<file path="src/rtl/simbc_pkg.sv">
// Shared types and constants for the minimal big-endian integer codec.
// Used by every module under rtl/; depends on nothing.
package simbc_pkg;

   localparam int ValueWidth = 64;
   localparam int MaxBytes   = 8;
   localparam int CountWidth = 4;
   localparam int CmdDepth   = 4;

   localparam logic [CountWidth-1:0] TooLongMark = CountWidth'(MaxBytes + 1);

   // request kinds
   localparam logic REQ_ENCODE = 1'b0;
   localparam logic REQ_DECODE = 1'b1;

   // result kinds
   localparam logic RES_BYTE  = 1'b0;
   localparam logic RES_VALUE = 1'b1;

   typedef struct packed {
      logic                          req_type;
      logic signed [ValueWidth-1:0]  value_in;
      logic [7:0]                    in_byte;
      logic                          in_last;
   } req_pkt_type;

   typedef struct packed {
      logic                          res_kind;
      logic [7:0]                    out_byte;
      logic                          out_last;
      logic signed [ValueWidth-1:0]  value_out;
      logic [CountWidth-1:0]         byte_count;
      logic                          too_long;
   } rsp_pkt_type;

   // one unit of work for the back end: a whole encode or one decoded value
   typedef struct packed {
      logic                          kind;
      logic [ValueWidth-1:0]         value;
      logic [CountWidth-1:0]         count;
      logic                          too_long;
   } cmd_type;

   typedef struct packed {
      logic full;
      logic empty;
   } fifo_stat_type;

   // fewest bytes whose sign extension gives back v
   function automatic logic [CountWidth-1:0] min_bytes(input logic [ValueWidth-1:0] v);
      logic [CountWidth-1:0]        n;
      logic signed [ValueWidth-1:0] hi;
      n = CountWidth'(MaxBytes);
      for (int i = MaxBytes - 1; i >= 1; i--) begin
         // bits above the kept bytes' sign bit must all match the sign
         hi = $signed(v) >>> (8 * i - 1);
         if (hi == {ValueWidth{v[ValueWidth-1]}}) begin
            n = CountWidth'(i);
         end
      end
      return n;
   endfunction

   // sign-extend the low n bytes of acc, n in 1..8
   function automatic logic [ValueWidth-1:0] sext_bytes(input logic [ValueWidth-1:0] acc,
                                                        input logic [CountWidth-1:0] n);
      logic [ValueWidth-1:0] val;
      val = acc;
      for (int i = 1; i < MaxBytes; i++) begin
         if (n == CountWidth'(i)) begin
            val = ValueWidth'($signed(acc << (ValueWidth - 8 * i)) >>> (ValueWidth - 8 * i));
         end
      end
      return val;
   endfunction

endpackage

</file>
<file path="src/rtl/signed_int_min_byte_codec_top.sv">
// Top level of the minimal two's-complement big-endian integer codec.
// Depends on simbc_pkg, simbc_front, simbc_cmd_fifo and simbc_back.
//
// Usage:
//   Request channel (push/full/req_data): a request is taken at a clock edge with push
//   high and full low. An encode request (req_type 0) carries value_in; a decode request
//   (req_type 1) carries one byte in_byte with in_last marking the integer's final byte.
//   Result channel (empty/pop/rsp_data): the oldest result sits on rsp_data while empty
//   is low and is taken at an edge with pop high.
//   An encode yields 1 to 8 byte results, most significant first, out_last on the last.
//   A decode yields one value result on its last byte, none on the others; more than
//   eight bytes gives too_long with value and count zero.
// Flow:
//   A taken request is written into the command queue and moved from there into the
//   result register. The back end emits one result per cycle while a command is queued
//   and the result register is empty or popped. The front end keeps taking requests
//   while the four-entry command queue has room, so full rises only when that queue fills.
// Reset: synchronous, active high; clears the decode accumulator, the queue and the
//   result valid flag. When the receiver stalls, the result register holds, the queue
//   fills behind it, and then full is raised.
module signed_int_min_byte_codec_top (
   input  logic                   clock,
   input  logic                   reset,
   input  logic                   push,
   output logic                   full,
   input  simbc_pkg::req_pkt_type req_data,
   output logic                   empty,
   input  logic                   pop,
   output simbc_pkg::rsp_pkt_type rsp_data
);

   simbc_pkg::cmd_type       push_cmd;
   simbc_pkg::cmd_type       head_cmd;
   simbc_pkg::fifo_stat_type stat;
   logic                     req_accept;
   logic                     cmd_push;
   logic                     cmd_pop;

   // take a request only when the command queue has room
   assign full       = stat.full;
   assign req_accept = push && !stat.full;

   simbc_front u_front (
      .clock     (clock),
      .reset     (reset),
      .req_valid (req_accept),
      .req_pkt   (req_data),
      .cmd_push  (cmd_push),
      .cmd_pkt   (push_cmd)
   );

   simbc_cmd_fifo u_fifo (
      .clock    (clock),
      .reset    (reset),
      .push_en  (cmd_push),
      .push_cmd (push_cmd),
      .pop_en   (cmd_pop),
      .head_cmd (head_cmd),
      .stat     (stat)
   );

   simbc_back u_back (
      .clock    (clock),
      .reset    (reset),
      .head_cmd (head_cmd),
      .stat     (stat),
      .pop_en   (cmd_pop),
      .pop      (pop),
      .empty    (empty),
      .rsp_data (rsp_data)
   );

endmodule

</file>
<file path="src/rtl/simbc_front.sv">
// Front end of the codec: accepts requests, sizes encodes, gathers decode bytes.
// Depends on simbc_pkg; feeds simbc_cmd_fifo.
module simbc_front (
   input  logic                  clock,
   input  logic                  reset,
   input  logic                  req_valid,
   input  simbc_pkg::req_pkt_type req_pkt,
   output logic                  cmd_push,
   output simbc_pkg::cmd_type    cmd_pkt
);

   logic [simbc_pkg::ValueWidth-1:0] accum_ff, accum_in;
   logic [simbc_pkg::CountWidth-1:0] count_ff, count_in;
   logic [simbc_pkg::ValueWidth-1:0] acc_next;
   logic [simbc_pkg::CountWidth-1:0] cnt_next;
   logic                             is_decode;

   assign is_decode = (req_pkt.req_type == simbc_pkg::REQ_DECODE);

   always_comb begin
      acc_next = {accum_ff[simbc_pkg::ValueWidth-9:0], req_pkt.in_byte};
      cnt_next = (count_ff < simbc_pkg::TooLongMark) ? count_ff + 1'b1 : count_ff;
   end

   always_comb begin
      accum_in = accum_ff;
      count_in = count_ff;
      cmd_push = 1'b0;
      cmd_pkt  = '0;
      if (!is_decode) begin
         cmd_push       = req_valid;
         cmd_pkt.kind   = simbc_pkg::REQ_ENCODE;
         cmd_pkt.value  = req_pkt.value_in;
         cmd_pkt.count  = simbc_pkg::min_bytes(req_pkt.value_in);
      end else begin
         cmd_pkt.kind = simbc_pkg::REQ_DECODE;
         if (cnt_next > simbc_pkg::CountWidth'(simbc_pkg::MaxBytes)) begin
            cmd_pkt.too_long = 1'b1;
         end else begin
            cmd_pkt.value = simbc_pkg::sext_bytes(acc_next, cnt_next);
            cmd_pkt.count = cnt_next;
         end
         if (req_valid) begin
            if (req_pkt.in_last) begin
               // integer complete: hand off and clear
               cmd_push = 1'b1;
               accum_in = '0;
               count_in = '0;
            end else begin
               accum_in = acc_next;
               count_in = cnt_next;
            end
         end
      end
   end

   always_ff @(posedge clock) begin
      if (reset) begin
         accum_ff <= '0;
         count_ff <= '0;
      end else begin
         accum_ff <= accum_in;
         count_ff <= count_in;
      end
   end

endmodule

</file>
<file path="src/rtl/simbc_cmd_fifo.sv">
// Short command queue between the front and back ends.
// Depends on simbc_pkg.
module simbc_cmd_fifo (
   input  logic                     clock,
   input  logic                     reset,
   input  logic                     push_en,
   input  simbc_pkg::cmd_type       push_cmd,
   input  logic                     pop_en,
   output simbc_pkg::cmd_type       head_cmd,
   output simbc_pkg::fifo_stat_type stat
);

   localparam int PtrWidth = $clog2(simbc_pkg::CmdDepth);
   localparam int CntWidth = $clog2(simbc_pkg::CmdDepth + 1);

   simbc_pkg::cmd_type  mem_ff [simbc_pkg::CmdDepth];
   logic [PtrWidth-1:0] wr_ptr_ff, wr_ptr_in;
   logic [PtrWidth-1:0] rd_ptr_ff, rd_ptr_in;
   logic [CntWidth-1:0] cnt_ff, cnt_in;

   assign head_cmd   = mem_ff[rd_ptr_ff];
   assign stat.full  = (cnt_ff == CntWidth'(simbc_pkg::CmdDepth));
   assign stat.empty = (cnt_ff == '0);

   always_comb begin
      wr_ptr_in = push_en ? wr_ptr_ff + 1'b1 : wr_ptr_ff;
      rd_ptr_in = pop_en  ? rd_ptr_ff + 1'b1 : rd_ptr_ff;
      cnt_in    = cnt_ff;
      if (push_en && !pop_en) begin
         cnt_in = cnt_ff + 1'b1;
      end else if (!push_en && pop_en) begin
         cnt_in = cnt_ff - 1'b1;
      end
   end

   always_ff @(posedge clock) begin
      if (reset) begin
         wr_ptr_ff <= '0;
         rd_ptr_ff <= '0;
         cnt_ff    <= '0;
      end else begin
         wr_ptr_ff <= wr_ptr_in;
         rd_ptr_ff <= rd_ptr_in;
         cnt_ff    <= cnt_in;
      end
   end

   always_ff @(posedge clock) begin
      if (push_en) begin
         mem_ff[wr_ptr_ff] <= push_cmd;
      end
   end

   assert property (@(posedge clock) disable iff (reset) !(push_en && stat.full && !pop_en))
      else $error("command pushed into a full queue");
   assert property (@(posedge clock) disable iff (reset) !(pop_en && stat.empty))
      else $error("command popped from an empty queue");
   assert property (@(posedge clock) disable iff (reset)
      (push_en && !pop_en) |=> (cnt_ff == $past(cnt_ff) + 1'b1))
      else $error("queue fill count did not advance on push");

endmodule

</file>
<file path="src/rtl/simbc_back.sv">
// Back end of the codec: walks each command out as result items into an output register.
// Depends on simbc_pkg; reads the head of simbc_cmd_fifo.
module simbc_back (
   input  logic                     clock,
   input  logic                     reset,
   input  simbc_pkg::cmd_type       head_cmd,
   input  simbc_pkg::fifo_stat_type stat,
   output logic                     pop_en,
   input  logic                     pop,
   output logic                     empty,
   output simbc_pkg::rsp_pkt_type   rsp_data
);

   logic                           rsp_valid_ff, rsp_valid_in;
   simbc_pkg::rsp_pkt_type         rsp_ff, rsp_in;
   logic [2:0]                     idx_ff, idx_in;
   logic                           load;
   logic                           last_byte;
   logic [2:0]                     sel;
   logic [simbc_pkg::CountWidth-1:0] cnt_m1;

   assign empty    = !rsp_valid_ff;
   assign rsp_data = rsp_ff;
   assign load     = !stat.empty && (!rsp_valid_ff || pop);

   always_comb begin
      cnt_m1    = head_cmd.count - 1'b1;
      last_byte = ({1'b0, idx_ff} == cnt_m1);
      sel       = 3'(cnt_m1 - {1'b0, idx_ff});
   end

   always_comb begin
      rsp_in       = rsp_ff;
      rsp_valid_in = rsp_valid_ff && !pop;
      idx_in       = idx_ff;
      pop_en       = 1'b0;
      if (load) begin
         rsp_valid_in = 1'b1;
         rsp_in       = '0;
         if (head_cmd.kind == simbc_pkg::REQ_DECODE) begin
            rsp_in.res_kind   = simbc_pkg::RES_VALUE;
            rsp_in.value_out  = head_cmd.value;
            rsp_in.byte_count = head_cmd.count;
            rsp_in.too_long   = head_cmd.too_long;
            pop_en            = 1'b1;
         end else begin
            rsp_in.res_kind   = simbc_pkg::RES_BYTE;
            rsp_in.out_byte   = head_cmd.value[8 * sel +: 8];
            rsp_in.out_last   = last_byte;
            rsp_in.byte_count = head_cmd.count;
            if (last_byte) begin
               pop_en = 1'b1;
               idx_in = '0;
            end else begin
               idx_in = idx_ff + 1'b1;
            end
         end
      end
   end

   always_ff @(posedge clock) begin
      if (reset) begin
         rsp_valid_ff <= 1'b0;
         idx_ff       <= '0;
      end else begin
         rsp_valid_ff <= rsp_valid_in;
         idx_ff       <= idx_in;
      end
   end

   always_ff @(posedge clock) begin
      rsp_ff <= rsp_in;
   end

   assert property (@(posedge clock) disable iff (reset)
      (!stat.empty && head_cmd.kind == simbc_pkg::REQ_ENCODE)
         |-> ({1'b0, idx_ff} < head_cmd.count))
      else $error("encode byte index ran past the byte count");
   assert property (@(posedge clock) disable iff (reset) stat.empty |-> (idx_ff == '0))
      else $error("byte index left nonzero with no command queued");
   assert property (@(posedge clock) disable iff (reset)
      (rsp_valid_ff && !pop) |=> (rsp_valid_ff && $stable(rsp_ff)))
      else $error("stalled result changed or vanished");

endmodule

</file>
<file path="config.mk">
export PLATFORM = sky130hd
export DESIGN_NAME = signed_int_min_byte_codec_top
export DESIGN_NICKNAME = d
export VERILOG_FILES = /design/src/rtl/simbc_pkg.sv /design/src/rtl/signed_int_min_byte_codec_top.sv /design/src/rtl/simbc_front.sv /design/src/rtl/simbc_cmd_fifo.sv /design/src/rtl/simbc_back.sv
export SDC_FILE = /design/constraint.sdc
export NUM_CORES = 1
export LEC_CHECK = 0
export ABC_AREA = 0
export BUFFER_PORTS_ARGS = -buffer_cell sky130_fd_sc_hd__buf_2
export CAP_MARGIN = 25
export CORE_ASPECT_RATIO = 1.4
export CORE_MARGIN = 10
export CORE_UTILIZATION = 45
export CTS_BUF_LIST = sky130_fd_sc_hd__clkbuf_8
export CTS_CLUSTER_SIZE = 30
export DETAILED_ROUTE_END_ITERATION = 10
export GPL_TIMING_DRIVEN = 1
export PLACE_DENSITY = 0.68
export SLEW_MARGIN = 20
export SYNTH_ARGS = -nofsm -noshare
export SYNTH_HDL_FRONTEND = slang
export SYNTH_HIERARCHICAL = 1
export SYNTH_SLANG_ARGS = --single-unit
</file>
<file path="constraint.sdc">
create_clock -name clock -period 7.7 [get_ports clock]
set_input_delay 0.77 -clock clock [delete_from_list [all_inputs] [get_ports clock]]
set_output_delay 0.77 -clock clock [all_outputs]
set_load 0.01 [all_outputs]
</file>
==> results of run 1 <==
## layer usage
metal  global-route usage, %  vias up
met2                   31.32      484
met3                   2.702       95
met1                   23.38     5709
met5                       0        -
li1                        -     5112
met4                   8.783        0
## sequential cells by signal, summed over array words and instances, names as in the netlist, named ones only
name	cells
u_back/idx_ff	3
u_back/rsp_data	79
u_back/rsp_valid_ff	1
u_fifo/cnt_ff	3
u_fifo/mem_ff	280
u_fifo/rd_ptr_ff	2
u_fifo/wr_ptr_ff	2
u_front/accum_ff	56
u_front/count_ff	4
## through the flow
step                hold slack [ns]  cell area [um2]  setup WS [ns]  power (mW)  utilization [%]
floorplan                    0.4661            18700          2.105       4.821                -
global placement             0.4834            19840          3.169       5.487            48.17
detailed placement           0.4950            19860          3.126       5.539            48.22
CTS                          0.4130            21060          3.101       7.282            51.14
global route                 0.4464            21190          2.889       7.575            51.46
finish                       0.4495            21200          3.124       7.222            51.47
## kinds of logic after synthesis
family,after synthesis,synth area share [%]
DFF,432,65.45
and+or+nand+nor,299,8.416
AOI/OAI and AO/OA,225,9.393
buffers and inverters,135,3.706
muxes,105,11.38
adders and majority gates,13,0.9500
xor gates and xnor gates,9,0.7025
## worst max-delay path: cells and delay by family, from the launching register on
kind	cells	cell delay, ns
mux	1	0.44
compound gates	2	0.35
simple gates	3	0.67
buf+inv	5	0.89
fa+ha+maj	4	1.01
xor+xnor	1	0.18
flops	1	0.93
## Yosys cell counts, drive strengths merged, types with 4 or more instances
library cell,n
nor3,10
nor2b,11
a41oi,8
mux4,86
edfxtp,359
a22oi,59
o211a,9
nand3,9
nand2,27
mux2i,18
nand2b,5
nand4,13
inv,59
o31ai,4
xnor2,4
o21ai,21
xor2,4
o2111ai,10
nor2,116
o32ai,8
clkbuf,36
ha,11
or4,14
nor4,4
and2,74
dfxtp,73
or3,5
a31o,8
a21oi,20
o22ai,13
o2bb2ai,33
buf,40
## report_power, final
part	internal [mW]	switching (mW)
Sequential	3.07	0.174
Clock	0.909	0.842
Combinational	0.989	1.23
Total	4.97	2.25
## cell type report
type,instances,area [um2],share of cell area [%]
sequential,432,12250,57.78
multi-input combinational,651,5788,27.31
clock inverter,47,321.6,1.517
timing repair buffer,180,1056,4.982
antenna,2,5.005,0.02361
tap,540,675.6,3.188
inverter,59,221.5,1.045
clock buffer,64,880.8,4.156
## worst paths after layout
check / startpoint / end / slack (ns)
worst max-delay path: flip-flop / u_fifo/cnt_ff[2]$_SDFFE_PP0P_ / 3.12
worst min-delay path: req_data[7] / u_front/accum_ff[6]$_SDFFE_PP0P_ / 0.45
worst max register to register: flip-flop / u_fifo/cnt_ff[2]$_SDFFE_PP0P_ / 3.12
worst min register to register: u_front/accum_ff[52]$_SDFFE_PP0P_ / u_front/accum_ff[52]$_SDFFE_PP0P_ / 0.51
==> impl_metrics.ini, run 1 <==
[status]
outcome = finished clean

[cells_and_area]
finalNonFillerCells = 1975
fill_cells = 3449
area_growth_pct = 13.33
layout_commonest_cell = edfxtp_1
layout.nets = 1475
layout_common_cells = 359 x edfxtp_1, 158 x buf_2, 114 x nor2_1, 86 x mux4_2, 71 x dfxtp_1
drive_gt1_share_pct = 27.98

[setup_path]
slowest_stage = dfxtp_2
cp.arrival_ns = 5.12
end_kind = flip-flop
start_kind = flip-flop
critical_path_class = flip-flop to flip-flop
cp_cell_sequence = buf_4 -> mux4_2 -> inv_1 -> ha_1 -> inv_1 -> ha_1 -> and2_1 -> and4_4 -> o21a_1 -> inv_1 -> ha_1 -> inv_1 -> fa_1 -> xor2_1 -> or3_1 -> a21oi_1
cp_slowest_stage_delay_ns = 0.93
crit_fanout = 39
cp_common_cell = inv_1
required_ns = 8.24
reg2reg_depth = 16

[cts]
path_clk_slew_ns = 0.07
cts_tree = done
hold_buffers = 0
cts_max_level = 2
cts_resized = 0
cts_buffers = 60
worst_skew_pair.late_latency_ns = 0.62
clock-sinks = 432
cts-root-buf = clkbuf_8
clockBufferDepth = 3
cts_setup_buffers = 0

[sta]
setup_viol = 0
fmax_mhz = 218.5
worst_slew_pin_slew_ns = 1.093
timing.setup.tns_ns = 0
drv_slew = 0
hold_viol = 0
min_period_over_period_pct = 59.42
post-route-min-period_ns = 4.576
relSlewSlack_pct = 27.14
rsz0062_at_grt = false
skew_ns = 0.01689

[synthesis]
synth_edf_count = 359
yosys_warnings = 6
yosys.area.top_type_share_pct = 57.64
yosys.area.top_type = edfxtp_1
synth_nets = 1309
syn-cell-area_um2 = 18700
ys_seq_area_share_pct = 65.45
yosys-top-cells-area = edfxtp_1 58%, mux4_2 10%, dfxtp_1 7.8%, and2_1 2.5%, a22oi_1 2.4%
ys_ff_latch = 432
synthFlopType = edfxtp_1
synth_cell_types = 85
postSynthCellCount = 1218
async_reset_ff_share_pct = 0
syn_area_per_cell_um2 = 15.36

[job]
cap_violations = 0

[placement]
post-place-cells = 1856
hpwl_um = 33310
place.port_buffers = 158
gp_congestion = 0.8934

[drt]
wl_met1_um = 18430
drc = 0
post_drt_wl_per_cell_um = 23.95
ant_nets = 0
drt_iter0_drc = 998
wl_met2_um = 23780
detail_route.first_pass.iterations = 5
via_per_inst = 5.772
met3_length_um = 3027
dr.max_layer_used = met4
vias = 11400
wirelength_um = 47310

[floorplan]
die_w_um = 192.3
core-area_um2 = 41180
initial_core_util_pct = 45.42
ios = 159
chipHeight_um = 261.2
die_area_um2 = 50230
num_rows = 88

[min_path]
hold_class = input pin to flip-flop
min_delay_path_depth = 3

[global_route]
grt_pass1_wl_um = 71040
grt_max_degree = 80
first_global_vias = 11460
gr-total-overflow = 0
grt.total_usage_pct = 18.66
antenna_found_initial = 2

[power_and_ir_drop]
powerDensity_nw_per_um2 = 340.7
ir_drop_uv = 186.7
power_leakage_nw = 7.406
Power figures use the tool's default switching activity.
==> inputs of run 2 (changes only) <==
PLACE_DENSITY = 0.7   (was 0.68)
clock period = 4.2 ns   (was 7.7 ns; I/O delays follow)
==> impl_metrics.ini, run 2 (same netlist as run 1, synthesis figures left out) <==
[setup_path]
start_kind = flip-flop
reg2reg_slack_ns = 0.58
end_kind = flip-flop
r2r-end = u_fifo/cnt_ff[2]$_SDFFE_PP0P_
cp.arrival_ns = 4.19
critical_path_class = flip-flop to flip-flop
required_ns = 4.77
crit_fanout = 17
reg2reg_depth = 12

[global_route]
gr-total-overflow = 0
first_global_vias = 11590
grt.total_usage_pct = 18.51
grt_max_degree = 80
grtUsageMet3_pct = 3.115
grtUsageMet1_pct = 23.02
grt_busiest_layer = met2
met2_usage_pct = 31.36
grt_pass1_wl_um = 70440
antenna_found_initial = 4

[drt]
drt_iter0_drc = 1099
detail_route.first_pass.iterations = 5
drc = 0
via_per_inst = 5.665
ant_nets = 0
vias = 11250
post_drt_wl_per_cell_um = 23.61
wirelength_um = 46860

[sta]
hold_viol = 0
timing.setup.tns_ns = 0
setup_viol = 0
relSlewSlack_pct = 33.34
skew_ns = 0.03484
drv_slew = 0
fmax_mhz = 275.9
rsz0062_at_grt = false
post-route-min-period_ns = 3.625
min_period_over_period_pct = 86.30
worst_slew_pin_slew_ns = 0.9999

[cells_and_area]
area_growth_pct = 13.59
final_util_pct = 51.59
layout.nets = 1481
finalNonFillerCells = 1985
drive_gt1_share_pct = 28.29
layout_common_cells = 359 x edfxtp_1, 158 x buf_2, 114 x nor2_1, 86 x mux4_2
largest_reg_flops = 280
layout_commonest_cell = edfxtp_1
top_register = u_fifo/mem_ff

[power_and_ir_drop]
powerDensity_nw_per_um2 = 627.1
ir_drop_uv = 401.6
power_leakage_nw = 7.453

[floorplan]
die_area_um2 = 50230
die_w_um = 192.3
chipHeight_um = 261.2
initial_core_util_pct = 45.42
num_rows = 88
core-area_um2 = 41180
ios = 159

[cts]
cts_resized = 0
cts_setup_buffers = 0
hold_buffers = 0
worst_skew_pair.late_latency_ns = 0.64
cts_tree = done
cts_max_level = 2
clockBufferDepth = 3
path_clk_slew_ns = 0.07
cts_buffers = 60
cts-root-buf = clkbuf_8
clock-sinks = 432

[min_path]
hold_class = input pin to flip-flop
hold_end = u_front/accum_ff[3]$_SDFFE_PP0P_
min_delay_path_depth = 3
hp-start = req_data[4]

[placement]
post-place-cells = 1868
gp_congestion = 0.9145
hpwl_um = 33120
place.port_buffers = 158

[job]
cap_violations = 0

[status]
outcome = finished clean
[run 2: cell count changes in the layout (fill, tap and decap cells not counted)]
cell        before  now
clkbuf_8        64   63
buf_8            2    0
clkinv_4         1    0
bufinv_16        4    5
buf_4           15   22
clkinvlp_4       3    2
buf_16           3    1
diode_2          2    3
inv_8            0    1
buf_12           2    4
inv_1           68   71
buf_6            0    1
clkinv_2        15   17
clkinv_1        12   11
[run 2: layout make-up]
cell class / instances / area, um2
Timing Repair Buffer: 186 / 1075
Antenna cell: 3 / 7.507
Fill cell: 3435 / 19930
Multi-Input combinational cell: 651 / 5788
Sequential cell: 432 / 12250
Tap cell: 540 / 675.6
Clock inverter: 51 / 364.1
Inverter: 59 / 221.5
Clock buffer: 63 / 867.1
[run 2: routing by layer]
metal  part of all wire (%)  vias up
met5                  0.028        -
li1                       -     5126
met2                     51      372
met3                    5.7       91
met1                     40     5655
met4                    3.6        2
[run 2: worst max-delay path by stage]
stage | start | endpoint | slack, ns | cells past startpoint
finish | flip-flop | u_fifo/cnt_ff[2]$_SDFFE_PP0P_ | 0.58 | 12
global route | flip-flop | u_fifo/cnt_ff[2]$_SDFFE_PP0P_ | 0.36 | 12
CTS | flip-flop | u_fifo/cnt_ff[2]$_SDFFE_PP0P_ | 0.56 | 12
detailed placement | flip-flop | u_fifo/cnt_ff[2]$_SDFFE_PP0P_ | 0.54 | 12
global placement | flip-flop | u_fifo/cnt_ff[2]$_SDFFE_PP0P_ | 0.58 | 12
floorplan | u_fifo/cnt_ff[0]$_SDFFE_PP0P_ | u_fifo/cnt_ff[2]$_SDFFE_PP0P_ | 0.26 | 10
[run 2: critical path: stages (launching register included)]
cell and delay (ns):
dfxtp_4 0.39, buf_4 0.34, mux4_2 0.61, or4_1 0.55, and4_4 0.21, o21a_1 0.20
inv_1 0.06, ha_1 0.17, inv_1 0.06, fa_1 0.37, xor2_1 0.17, or3_1 0.31
a21oi_1 0.14
[run 2: through the flow]
step	worst slack (ns)	hold slack (ns)	total power [mW]	instance area [um2]
after floorplan	0.2636	0.4661	8.819	18710
after global placement	0.5845	0.4832	10.14	19980
after detailed placement	0.5387	0.4864	10.23	20000
after CTS	0.5605	0.03388	13.50	21230
after global routing	0.3559	0.05021	13.99	21240
final	0.5754	0.07230	13.32	21250
[run 2: power breakdown]
part	switching, mW	leakage, nW	internal, mW	total, mW
sequential	0.209	3.95	5.64	5.85
combinational	2.40	2.81	1.79	4.20
clock	1.56	0.693	1.72	3.28
total	4.17	7.45	9.15	13.3
